### src/sv/blp_pkg.sv
package blp_pkg;

  // Coordinate and grid widths
  localparam int unsigned GridSize = 64;
  localparam int unsigned CoordW   = $clog2(GridSize);
  localparam int unsigned GridW    = CoordW + 1;
  localparam int unsigned ValueW   = 32;

  // Arithmetic widths of the stepping datapath
  localparam int unsigned MinorW   = CoordW + 1;
  localparam int unsigned DecW     = CoordW + 4;
  localparam int unsigned IncEW    = CoordW + 1;
  localparam int unsigned IncNeW   = CoordW + 2;

  // Configuration register indexes
  localparam logic RegGridRows = 1'b0;
  localparam logic RegGridCols = 1'b1;

  // One line request
  typedef struct packed {
    logic        [CoordW-1:0] start_row;
    logic        [CoordW-1:0] start_col;
    logic        [CoordW-1:0] end_row;
    logic        [CoordW-1:0] end_col;
    logic signed [ValueW-1:0] pixel_value;
  } line_req_t;

  // One pixel write
  typedef struct packed {
    logic        [CoordW-1:0] pix_row;
    logic        [CoordW-1:0] pix_col;
    logic signed [ValueW-1:0] pix_value;
    logic                     in_grid;
    logic                     last;
  } pixel_t;

  // Grid bounds handed from the register block to the core
  typedef struct packed {
    logic [GridW-1:0] rows;
    logic [GridW-1:0] cols;
  } grid_cfg_t;

  // Sequencer states
  typedef enum logic [2:0] {
    StIdle  = 3'b001,
    StSetup = 3'b010,
    StRun   = 3'b100
  } blp_state_e;

endpackage

### src/sv/bresenham_line_pixels_top.sv
// Channel   Direction  Handshake                  Payload
// in        input      in_valid_i / in_ready_o    in_data_i  (line_req_t)
// out       output     out_valid_o / out_ready_i  out_data_o (pixel_t)
// config    input      APB psel/penable/pready    paddr, pwdata, prdata
//
// A line is latched on acceptance, set up in the StSetup state, then stepped at
// one pixel per cycle while the output register is empty or being drained.
// Input is refused until the last pixel of the line is loaded into the output
// register; a stalled output holds the stepping state in place.
// rst_ni clears the sequencer and output valid and sets both grid sizes to 64.
module bresenham_line_pixels_top import blp_pkg::*; (
  input  logic        clk_i,
  input  logic        rst_ni,
  input  logic        in_valid_i,
  output logic        in_ready_o,
  input  line_req_t   in_data_i,
  output logic        out_valid_o,
  input  logic        out_ready_i,
  output pixel_t      out_data_o,
  input  logic        psel,
  input  logic        penable,
  input  logic        pwrite,
  input  logic [2:0]  paddr,
  input  logic [31:0] pwdata,
  output logic [31:0] prdata,
  output logic        pready
);

  logic [GridW-1:0] grid_rows_q;
  logic [GridW-1:0] grid_cols_q;
  logic             reg_sel;
  logic             wr_en;
  grid_cfg_t        grid;

  assign pready  = 1'b1;
  assign reg_sel = paddr[2];
  assign wr_en   = psel && penable && pwrite && pready;

  // Grid size registers.
  always_ff @(posedge clk_i or negedge rst_ni) begin
    if (!rst_ni) begin
      grid_rows_q <= GridW'(GridSize);
      grid_cols_q <= GridW'(GridSize);
    end else if (wr_en) begin
      if (reg_sel == RegGridRows) begin
        grid_rows_q <= pwdata[GridW-1:0];
      end else begin
        grid_cols_q <= pwdata[GridW-1:0];
      end
    end
  end

  // Register read-back.
  always_comb begin
    case (reg_sel)
      RegGridRows: prdata = 32'(grid_rows_q);
      RegGridCols: prdata = 32'(grid_cols_q);
      default:     prdata = '0;
    endcase
  end

  assign grid.rows = grid_rows_q;
  assign grid.cols = grid_cols_q;

  blp_core u_core (
    .clk_i       (clk_i),
    .rst_ni      (rst_ni),
    .grid_i      (grid),
    .in_valid_i  (in_valid_i),
    .in_ready_o  (in_ready_o),
    .in_data_i   (in_data_i),
    .out_valid_o (out_valid_o),
    .out_ready_i (out_ready_i),
    .out_data_o  (out_data_o)
  );

endmodule

### src/sv/blp_core.sv
module blp_core import blp_pkg::*; (
  input  logic      clk_i,
  input  logic      rst_ni,
  input  grid_cfg_t grid_i,
  input  logic      in_valid_i,
  output logic      in_ready_o,
  input  line_req_t in_data_i,
  output logic      out_valid_o,
  input  logic      out_ready_i,
  output pixel_t    out_data_o
);

  blp_state_e state_q, state_d;

  line_req_t req_q;

  logic        [CoordW-1:0] major_pos_q, major_pos_d;
  logic        [CoordW-1:0] major_end_q, major_end_d;
  logic signed [MinorW-1:0] minor_pos_q, minor_pos_d;
  logic signed [DecW-1:0]   decision_q, decision_d;
  logic        [IncEW-1:0]  inc_east_q, inc_east_d;
  logic signed [IncNeW-1:0] inc_ne_q, inc_ne_d;
  logic                     swapped_q, swapped_d;
  logic                     flipped_q, flipped_d;

  logic   out_valid_q, out_valid_d;
  pixel_t out_q, out_d;

  // Setup terms
  logic [CoordW-1:0] d_row, d_col;
  logic              steep;
  logic [CoordW-1:0] a1, b1, a2, b2;
  logic [CoordW-1:0] lo_a, lo_b, hi_a, hi_b;
  logic              flip;
  logic [CoordW-1:0] dx, dy;

  // Step terms
  logic                     emit;
  logic                     is_last;
  logic signed [DecW-1:0]   step_inc;
  logic signed [MinorW-1:0] minor_out;
  logic [CoordW-1:0]        row_out, col_out;

  assign in_ready_o  = (state_q == StIdle);
  assign out_valid_o = out_valid_q;
  assign out_data_o  = out_q;

  // Axis swap, endpoint ordering and minor mirroring of the latched request.
  always_comb begin
    d_row = (req_q.end_row >= req_q.start_row) ? req_q.end_row - req_q.start_row
                                               : req_q.start_row - req_q.end_row;
    d_col = (req_q.end_col >= req_q.start_col) ? req_q.end_col - req_q.start_col
                                               : req_q.start_col - req_q.end_col;
    steep = d_col > d_row;
    a1 = steep ? req_q.start_col : req_q.start_row;
    b1 = steep ? req_q.start_row : req_q.start_col;
    a2 = steep ? req_q.end_col   : req_q.end_row;
    b2 = steep ? req_q.end_row   : req_q.end_col;
    if (a1 > a2) begin
      lo_a = a2; lo_b = b2; hi_a = a1; hi_b = b1;
    end else begin
      lo_a = a1; lo_b = b1; hi_a = a2; hi_b = b2;
    end
    flip = lo_b > hi_b;
    dx   = hi_a - lo_a;
    dy   = flip ? lo_b - hi_b : hi_b - lo_b;
  end

  // Current pixel from the stepping state.
  always_comb begin
    minor_out = flipped_q ? -minor_pos_q : minor_pos_q;
    row_out   = swapped_q ? minor_out[CoordW-1:0] : major_pos_q;
    col_out   = swapped_q ? major_pos_q : minor_out[CoordW-1:0];
    is_last   = (major_pos_q == major_end_q);
    emit      = (state_q == StRun) && (!out_valid_q || out_ready_i);
    // One shared adder operand: east or northeast increment.
    step_inc  = (decision_q <= 0) ? DecW'($signed({1'b0, inc_east_q}))
                                  : DecW'(inc_ne_q);
  end

  // Sequencer: latch, set up, then one pixel per free output slot.
  always_comb begin
    state_d     = state_q;
    major_pos_d = major_pos_q;
    major_end_d = major_end_q;
    minor_pos_d = minor_pos_q;
    decision_d  = decision_q;
    inc_east_d  = inc_east_q;
    inc_ne_d    = inc_ne_q;
    swapped_d   = swapped_q;
    flipped_d   = flipped_q;
    out_valid_d = out_valid_q && !out_ready_i;
    out_d       = out_q;
    case (state_q)
      StIdle: begin
        if (in_valid_i) begin
          state_d = StSetup;
        end
      end
      StSetup: begin
        swapped_d   = steep;
        flipped_d   = flip;
        major_pos_d = lo_a;
        major_end_d = hi_a;
        minor_pos_d = flip ? -$signed({1'b0, lo_b}) : $signed({1'b0, lo_b});
        decision_d  = $signed({3'b000, dy, 1'b0}) - $signed({4'b0000, dx});
        inc_east_d  = {dy, 1'b0};
        inc_ne_d    = $signed({1'b0, dy, 1'b0}) - $signed({1'b0, dx, 1'b0});
        state_d     = StRun;
      end
      StRun: begin
        if (emit) begin
          out_valid_d       = 1'b1;
          out_d.pix_row     = row_out;
          out_d.pix_col     = col_out;
          out_d.pix_value   = req_q.pixel_value;
          out_d.in_grid     = ({1'b0, row_out} < grid_i.rows) &&
                              ({1'b0, col_out} < grid_i.cols);
          out_d.last        = is_last;
          if (is_last) begin
            state_d = StIdle;
          end else begin
            decision_d  = decision_q + step_inc;
            major_pos_d = major_pos_q + CoordW'(1);
            if (decision_q > 0) begin
              minor_pos_d = minor_pos_q + MinorW'(1);
            end
          end
        end
      end
      default: begin
        state_d = StIdle;
      end
    endcase
  end

  // Control registers.
  always_ff @(posedge clk_i or negedge rst_ni) begin
    if (!rst_ni) begin
      state_q     <= StIdle;
      out_valid_q <= 1'b0;
    end else begin
      state_q     <= state_d;
      out_valid_q <= out_valid_d;
    end
  end

  // Datapath registers.
  always_ff @(posedge clk_i) begin
    if (in_valid_i && in_ready_o) begin
      req_q <= in_data_i;
    end
    major_pos_q <= major_pos_d;
    major_end_q <= major_end_d;
    minor_pos_q <= minor_pos_d;
    decision_q  <= decision_d;
    inc_east_q  <= inc_east_d;
    inc_ne_q    <= inc_ne_d;
    swapped_q   <= swapped_d;
    flipped_q   <= flipped_d;
    out_q       <= out_d;
  end

endmodule

### config.mk
export PLATFORM = sky130hd
export DESIGN_NAME = bresenham_line_pixels_top
export DESIGN_NICKNAME = d
export VERILOG_FILES = /design/src/sv/blp_pkg.sv /design/src/sv/bresenham_line_pixels_top.sv /design/src/sv/blp_core.sv
export SDC_FILE = /design/constraint.sdc
export NUM_CORES = 1
export LEC_CHECK = 0
export BUFFER_PORTS_ARGS = -buffer_cell sky130_fd_sc_hd__buf_2
export CAP_MARGIN = 0
export CORE_AREA = 2 2 137 139
export CTS_CLUSTER_DIAMETER = 40
export CTS_CLUSTER_SIZE = 12
export DETAILED_ROUTE_END_ITERATION = 7
export DIE_AREA = 0 0 139 141
export GPL_ROUTABILITY_DRIVEN = 1
export GPL_TIMING_DRIVEN = 0
export PLACE_DENSITY = 0.78
export SKIP_LAST_GASP = 1
export SLEW_MARGIN = 15
export SYNTH_ARGS = -nofsm -noshare
export SYNTH_HDL_FRONTEND = slang
export SYNTH_SLANG_ARGS = --single-unit
export TNS_END_PERCENT = 20
### constraint.sdc
create_clock -name clk_i -period 12.2 [get_ports clk_i]
set_input_delay 1.22 -clock clk_i [delete_from_list [all_inputs] [get_ports clk_i]]
set_output_delay 1.22 -clock clk_i [all_outputs]
set_load 0.01 [all_outputs]
Yosys cells after proc, flatten, opt, wreduce, memory -nomap -nowiden
Index checks and enable logic that the tools add are counted.
- flip-flop bits (word level): 165
- input bits: 98
- output and inout port bits: 81
- logic and storage cells: 104
- $add $sub $neg: 14
- magnitude comparators: 9
- equal/unequal tests: 9
- mux-type cells: 33
- bitwise logic cells: 1
- reductions and logical operators: 16
- operators with widths (operator ; number):
    two-way mux 6 bit ; 16
    one-hot mux 32 bit (2 select lines) ; 1
    subtractor 6 bit ; 7
    two-way mux 10 bit ; 3
    two-way mux 7 bit ; 4
    one-hot mux 10 bit (2 select lines) ; 1
    > comparator 6 bit ; 3
    < comparator 6 x 7 -> 1 bit ; 2
    one-hot mux 7 bit (2 select lines) ; 1
    greater-or-equal comparator 6 bit ; 2
    one-hot mux 6 bit (2 select lines) ; 1
    adder 10 bit ; 1
    > comparator 10 x 1 -> 1 bit (second input constant) ; 1
    less-or-equal comparator 10 x 1 -> 1 bit (second input constant) ; 1
    two-way mux 3 bit ; 3
    one-hot mux 3 bit (3 select lines) ; 1
    subtractor 7 x 6 -> 8 bit ; 1
    subtractor 7 x 7 -> 8 bit ; 1
    adder 7 x 2 -> 7 bit (second input constant) ; 1
    negation 6 -> 7 bit ; 1
    adder 6 x 1 -> 6 bit (second input constant) ; 1
    == test 6 bit ; 1
    logical AND 1 bit ; 6
    inequality test 2 bit (second input constant) ; 3
    13 further kinds ; 19

Depth between registers and ports, before layout
- depth in word-level cells: 10
- depth in mapped cells: 55
- depth with buffers taken out: 50

Hierarchy
From an unflattened synthesis, not the netlist that was laid out.
- cells, all modules: 899
- area, all modules: 10025.9 µm²
- modules (own cells, without submodules) (module ; instances ; cells each ; area an instance (µm²) ; sequential area each (µm²)):
    blp_core ; 1 ; 833 ; 9186.3 ; 4455.5
    bresenham_line_pixels_top ; 1 ; 66 ; 839.6 ; 352.8

Worst setup path before layout
No wires, ideal clock.
- path kind: register to register
- start: register u_core.req_q[38] (netlist name)
- end: register u_core.decision_q[6], data pin
- library setup time: 0.265 ns
- data arrival time: 10.173 ns
- setup slack: 1.762 ns
- stages on the path, launching flop included: 53
- clock period less this slack: 10.438 ns
- path through: edfxtp_1 inv_1 ha_1 inv_1 fa_1 a21o_1 a21oi_1 nand2_1 a21o_1 a21oi_1 mux2_2 o21ai_0 nand2_1 a21oi_1 xor2_1 ha_1 and4_4 and3_4 [... 17 more ...] mux2i_1 ha_1 fa_1 nor2_1 nor2_1 a31o_1 nand2_2 nand2_4 inv_4 mux2i_1 ha_1 a21oi_1 nor2b_1 a21bo_2 o211ai_2 a21oi_2 xnor2_1 o21ai_1
- cells in the longest elaborated chain, start to end: 10
- elaborated cells on any way between the ends: 21
- those cells by class: add/sub: 6; order compare: 4; mux: 11
- RTL lines (what ; line ; source):
    start, declared ; blp_core.sv:15 ; line_req_t req_q;
    start signal, assigned ; blp_core.sv:151 ; req_q <= in_data_i;
    subtractor 6 bit, or another cell as far along ; blp_core.sv:51 ; : req_q.start_row - req_q.end_row;
    two-way mux 6 bit (*) ; blp_core.sv:50 ; d_row = (req_q.end_row >= req_q.start_row) ? req_q.end_row - req_q.start_row
    > comparator 6 bit (*) ; blp_core.sv:54 ; steep = d_col > d_row;
    via u_core.steep ; blp_core.sv:31 ; logic steep;
    two-way mux 6 bit, on equally long branches ; blp_core.sv:55, blp_core.sv:57 ;
    > comparator 6 bit ; blp_core.sv:59 ; if (a1 > a2) begin
    two-way mux 6 bit ; blp_core.sv:59 ;
    > comparator 6 bit (*) ; blp_core.sv:64 ; flip = lo_b > hi_b;
    via u_core.flip ; blp_core.sv:34 ; logic flip;
    two-way mux 6 bit (*) ; blp_core.sv:66 ; dy = flip ? lo_b - hi_b : hi_b - lo_b;
    via u_core.dy[1] ; blp_core.sv:35 ; logic [CoordW-1:0] dx, dy;
    subtractor 7 x 6 -> 8 bit (*) ; blp_core.sv:106 ; decision_d = $signed({3'b000, dy, 1'b0}) - $signed({4'b0000, dx});
    one-hot mux 10 bit (2 select lines) (*) ; blp_core.sv:94 ; case (state_q)
    via u_core.decision_d[6] ; blp_core.sv:20 ; logic signed [DecW-1:0] decision_q, decision_d;
    end signal, assigned ; blp_core.sv:156 ; decision_q <= decision_d;
    end, declared ; blp_core.sv:20 ;
Mark *: on every way through the listed nets, which the timed path passes. The rest lies on a longest branch.
A chain may end at the register's enable or synchronous reset.

Final worst setup path
Ends and elaborated chain as after synthesis.

==> run metrics <==
Syn Inst Count ~880; Die ar. ~20000 um^2; global route overflow 0; area of the core region between 15000 and 20000 um^2; Final period util ~93%; most frequent cell after synthesis edfxtp_1; mean post-synth cell area between 10 and 15 um^2; cell family with the largest share of critical-path delay compound AO/OA/AOI/OAI gates; HPWL reported at the end of detailed placement around 16000 um; total inserted antenna cells 0; area growth from synthesis to layout 17.4%; initial DRC count ~400; TritonCTS buffer count 17; Synth Cell Area about 9900 um^2; multiplexer share of the synthesized area under 10%; Finished Cell Area roughly 12000 um^2; fraction of synthesized cell area in xor and xnor cells 4.98%; Post-Synth Adder-Cell Area between 10% and 20%; First-pass DRT Iterations 5; fraction of final layout cells sized beyond drive strength 1 24.7%; register bit total from synthesis 163; WP buf/inv 10; boundary pin count 179; via count of the first global-routing pass between 6000 and 7000; maximum clock frequency approximately 88 MHz; Data arrival, critical path about 12000 ps; insertion delay to the later sink of the worst-skew pair about 420 ps; wire length of the first global-routing pass 33700 um; leading area contributor after synthesis edfxtp_1; per-cell routed wire length between 15 and 20 um; run status completed; average via count per standard cell between 5 and 6; flip-flop cell with the highest count after synthesis edfxtp_1; Warnings, synthesis 0; count of input and output buffers 125; critical-path maximum fanout 19; setup repair after global routing missed its margin false; crit path capture type register; compound-gate portion of the synthesized area 11.8%; most numerous cell types in the synthesized netlist edfxtp_1, ha_1, nand2_1, a21oi_1, inv_1; post-route DRC violation count 0; fraction of the mapped netlist area in simple logic gates just over 10%; Placement Rows 50; final layout net count approximately 1200; instance area at placement roughly 11000 um^2; slew at the pin closest to its max-slew limit between 1000 and 1500 ps; Longest Clk Path Bufs 2; relative max-transition margin between 20% and 30%; number of distinct library cells after synthesis 71; number of nets with antenna violations after routing 0; CTS tree yes; total routed wirelength ~21000 um; level count of the clock H-tree 4; proportion of synthesized chip area in sequential cells between 40% and 50%; dominant combinational cell family by area after synthesis compound AO/OA/AOI/OAI gates; fraction of post-synthesis cell area in the top cell type by area between 40 and 50%; biggest cell delay along the critical path 450 ps; Worst Skew 16.1 ps; CTS clock-pin slew for the worst setup and hold paths around 70 ps; number of sinks handled by clock tree synthesis roughly 160; Final Setup Violations 0; maximum number of pins on one net before global-route repair 57; Data required, critical path 12350 ps; number of pins with negative max-slew slack in the final report 0; async set-reset flop share out of synthesis 11.0%; footprint of the multi-input gates ~4600 um^2; top cells by area, synth edfxtp_1, ha_1, mux2_2; post-route minimum period about 11000 ps; Sequential Area roughly 4800 um^2; critical path type register to register; total of max-cap violations 0; overall via count from detail_route approximately 7000; Setup crit start kind register; Post-synth EDFFs 145; die span in x 139 um; antenna violations before repair 0; cell at the root of the clock tree clkbuf_16; Fin. Hold Viols 0; hold crit path type register to register; Most common cell on crit path a21oi_1; cell type of the slowest stage on the worst timing path edfxtp_1; initial core utilization a little over half; gpl congestion 0.960; GRT Total Usage a little over a fifth; Vert. Die Dim between 100 and 150 um; count of fill cells added during filler insertion 1470
## layer usage
| metal | GRT usage, % | share of wire (%) | vias to the layer above |
|---|---|---|---|
| met2 | 36.2 | 49 | 181 |
| li1 | - | - | 3440 |
| met4 | 7.39 | 1.7 | 0 |
| met1 | 28.7 | 44 | 3279 |
| met3 | 4.35 | 5.5 | 26 |
| met5 | 0 | 0 | - |
## placed cells by master, fill, tap and decap left out, types with 5 or more instances in the layout
| cell type | instances |
|---|---|
| buf_4 | 29 |
| nand2_1 | 71 |
| inv_1 | 67 |
| o21ai_1 | 9 |
| mux2_2 | 36 |
| o21ai_0 | 49 |
| edfxtp_1 | 145 |
| a21o_1 | 19 |
| clkbuf_1 | 10 |
| o211ai_1 | 6 |
| inv_8 | 5 |
| nor2b_1 | 10 |
| clkinv_8 | 5 |
| nand3_1 | 9 |
| nand2b_1 | 12 |
| xor2_1 | 29 |
| nand4_1 | 6 |
| buf_2 | 127 |
| clkbuf_16 | 17 |
| conb_1 | 26 |
| mux2i_1 | 27 |
| nor2_1 | 62 |
| xnor2_1 | 27 |
| ha_1 | 73 |
| a21oi_1 | 66 |
| fa_1 | 9 |
| dfrtp_1 | 15 |
## final cells by class
| class | count | area share, % |
|---|---|---|
| flip-flops and latches | 163 | 41.6 |
| multi-input cells | 627 | 40.0 |
| repair buffers | 129 | 5.91 |
| clock buffers | 17 | 3.68 |
| well taps | 234 | 2.53 |
| plain buffers | 45 | 2.48 |
| inverters | 68 | 2.23 |
| clock inverters | 15 | 1.56 |
## timing repair
action,in CTS,in global routing
hold buffers,0,0
buffers inserted,0,0
gates cloned,0,0
endpoints found under the setup margin,9,14
gates resized for setup,4,6
endpoints found under the hold margin,0,0
## final timing paths
kind	slack (ps)	cells after the start	to	start
worst max-delay path	800	51	u_core.decision_q[6]$_DFFE_PP_	u_core.req_q[38]$_DFFE_PP_
worst min-delay path	420	0	u_core.out_data_o[17]$_DFFE_PP_	u_core.req_q[15]$_DFFE_PP_
worst max register to register	800	51	u_core.decision_q[6]$_DFFE_PP_	u_core.req_q[38]$_DFFE_PP_
worst min register to register	420	0	u_core.out_data_o[17]$_DFFE_PP_	u_core.req_q[15]$_DFFE_PP_
max in group asynchronous	11150	1	u_core.state_q[0]$_DFFE_PN1P_	rst_ni
min in group asynchronous	730	1	grid_cols_q[3]$_DFFE_PN0P_	rst_ni
## cell families after synthesis
kind of cell,after synthesis
compound gates,187
xor+xnor,56
fa+ha+maj,85
buf+inv,115
flops,163
mux,65
other cells,2
simple gates,208
## sequential cells by signal (all words and copies together) (netlist names)
name / flops
u_core.decision_q: 10
u_core.state_q: 3
grid_rows_q: 7
u_core.out_valid_o: 1
u_core.major_pos_q: 6
u_core.out_data_o: 46
u_core.inc_ne_q: 7
u_core.swapped_q: 1
grid_cols_q: 7
u_core.inc_east_q: 6
u_core.req_q: 56
u_core.flipped_q: 1
u_core.minor_pos_q: 6
u_core.major_end_q: 6
## through the flow
step,util [%],TNS (ps),hold slack (ps),worst slack (ps),instances
global placement,59.4,-1680,400,-343,1264
finish,63.3,0,418,803,1298
floorplan,-,0,400,1760,905
CTS,63.2,0,421,159,1300
detailed placement,59.9,-2660,405,-467,1268
global route,63.3,0,420,1.64,1298
Power is not shown: default switching activity piles up to over one toggle a cycle in this logic, so the estimate is an artifact.
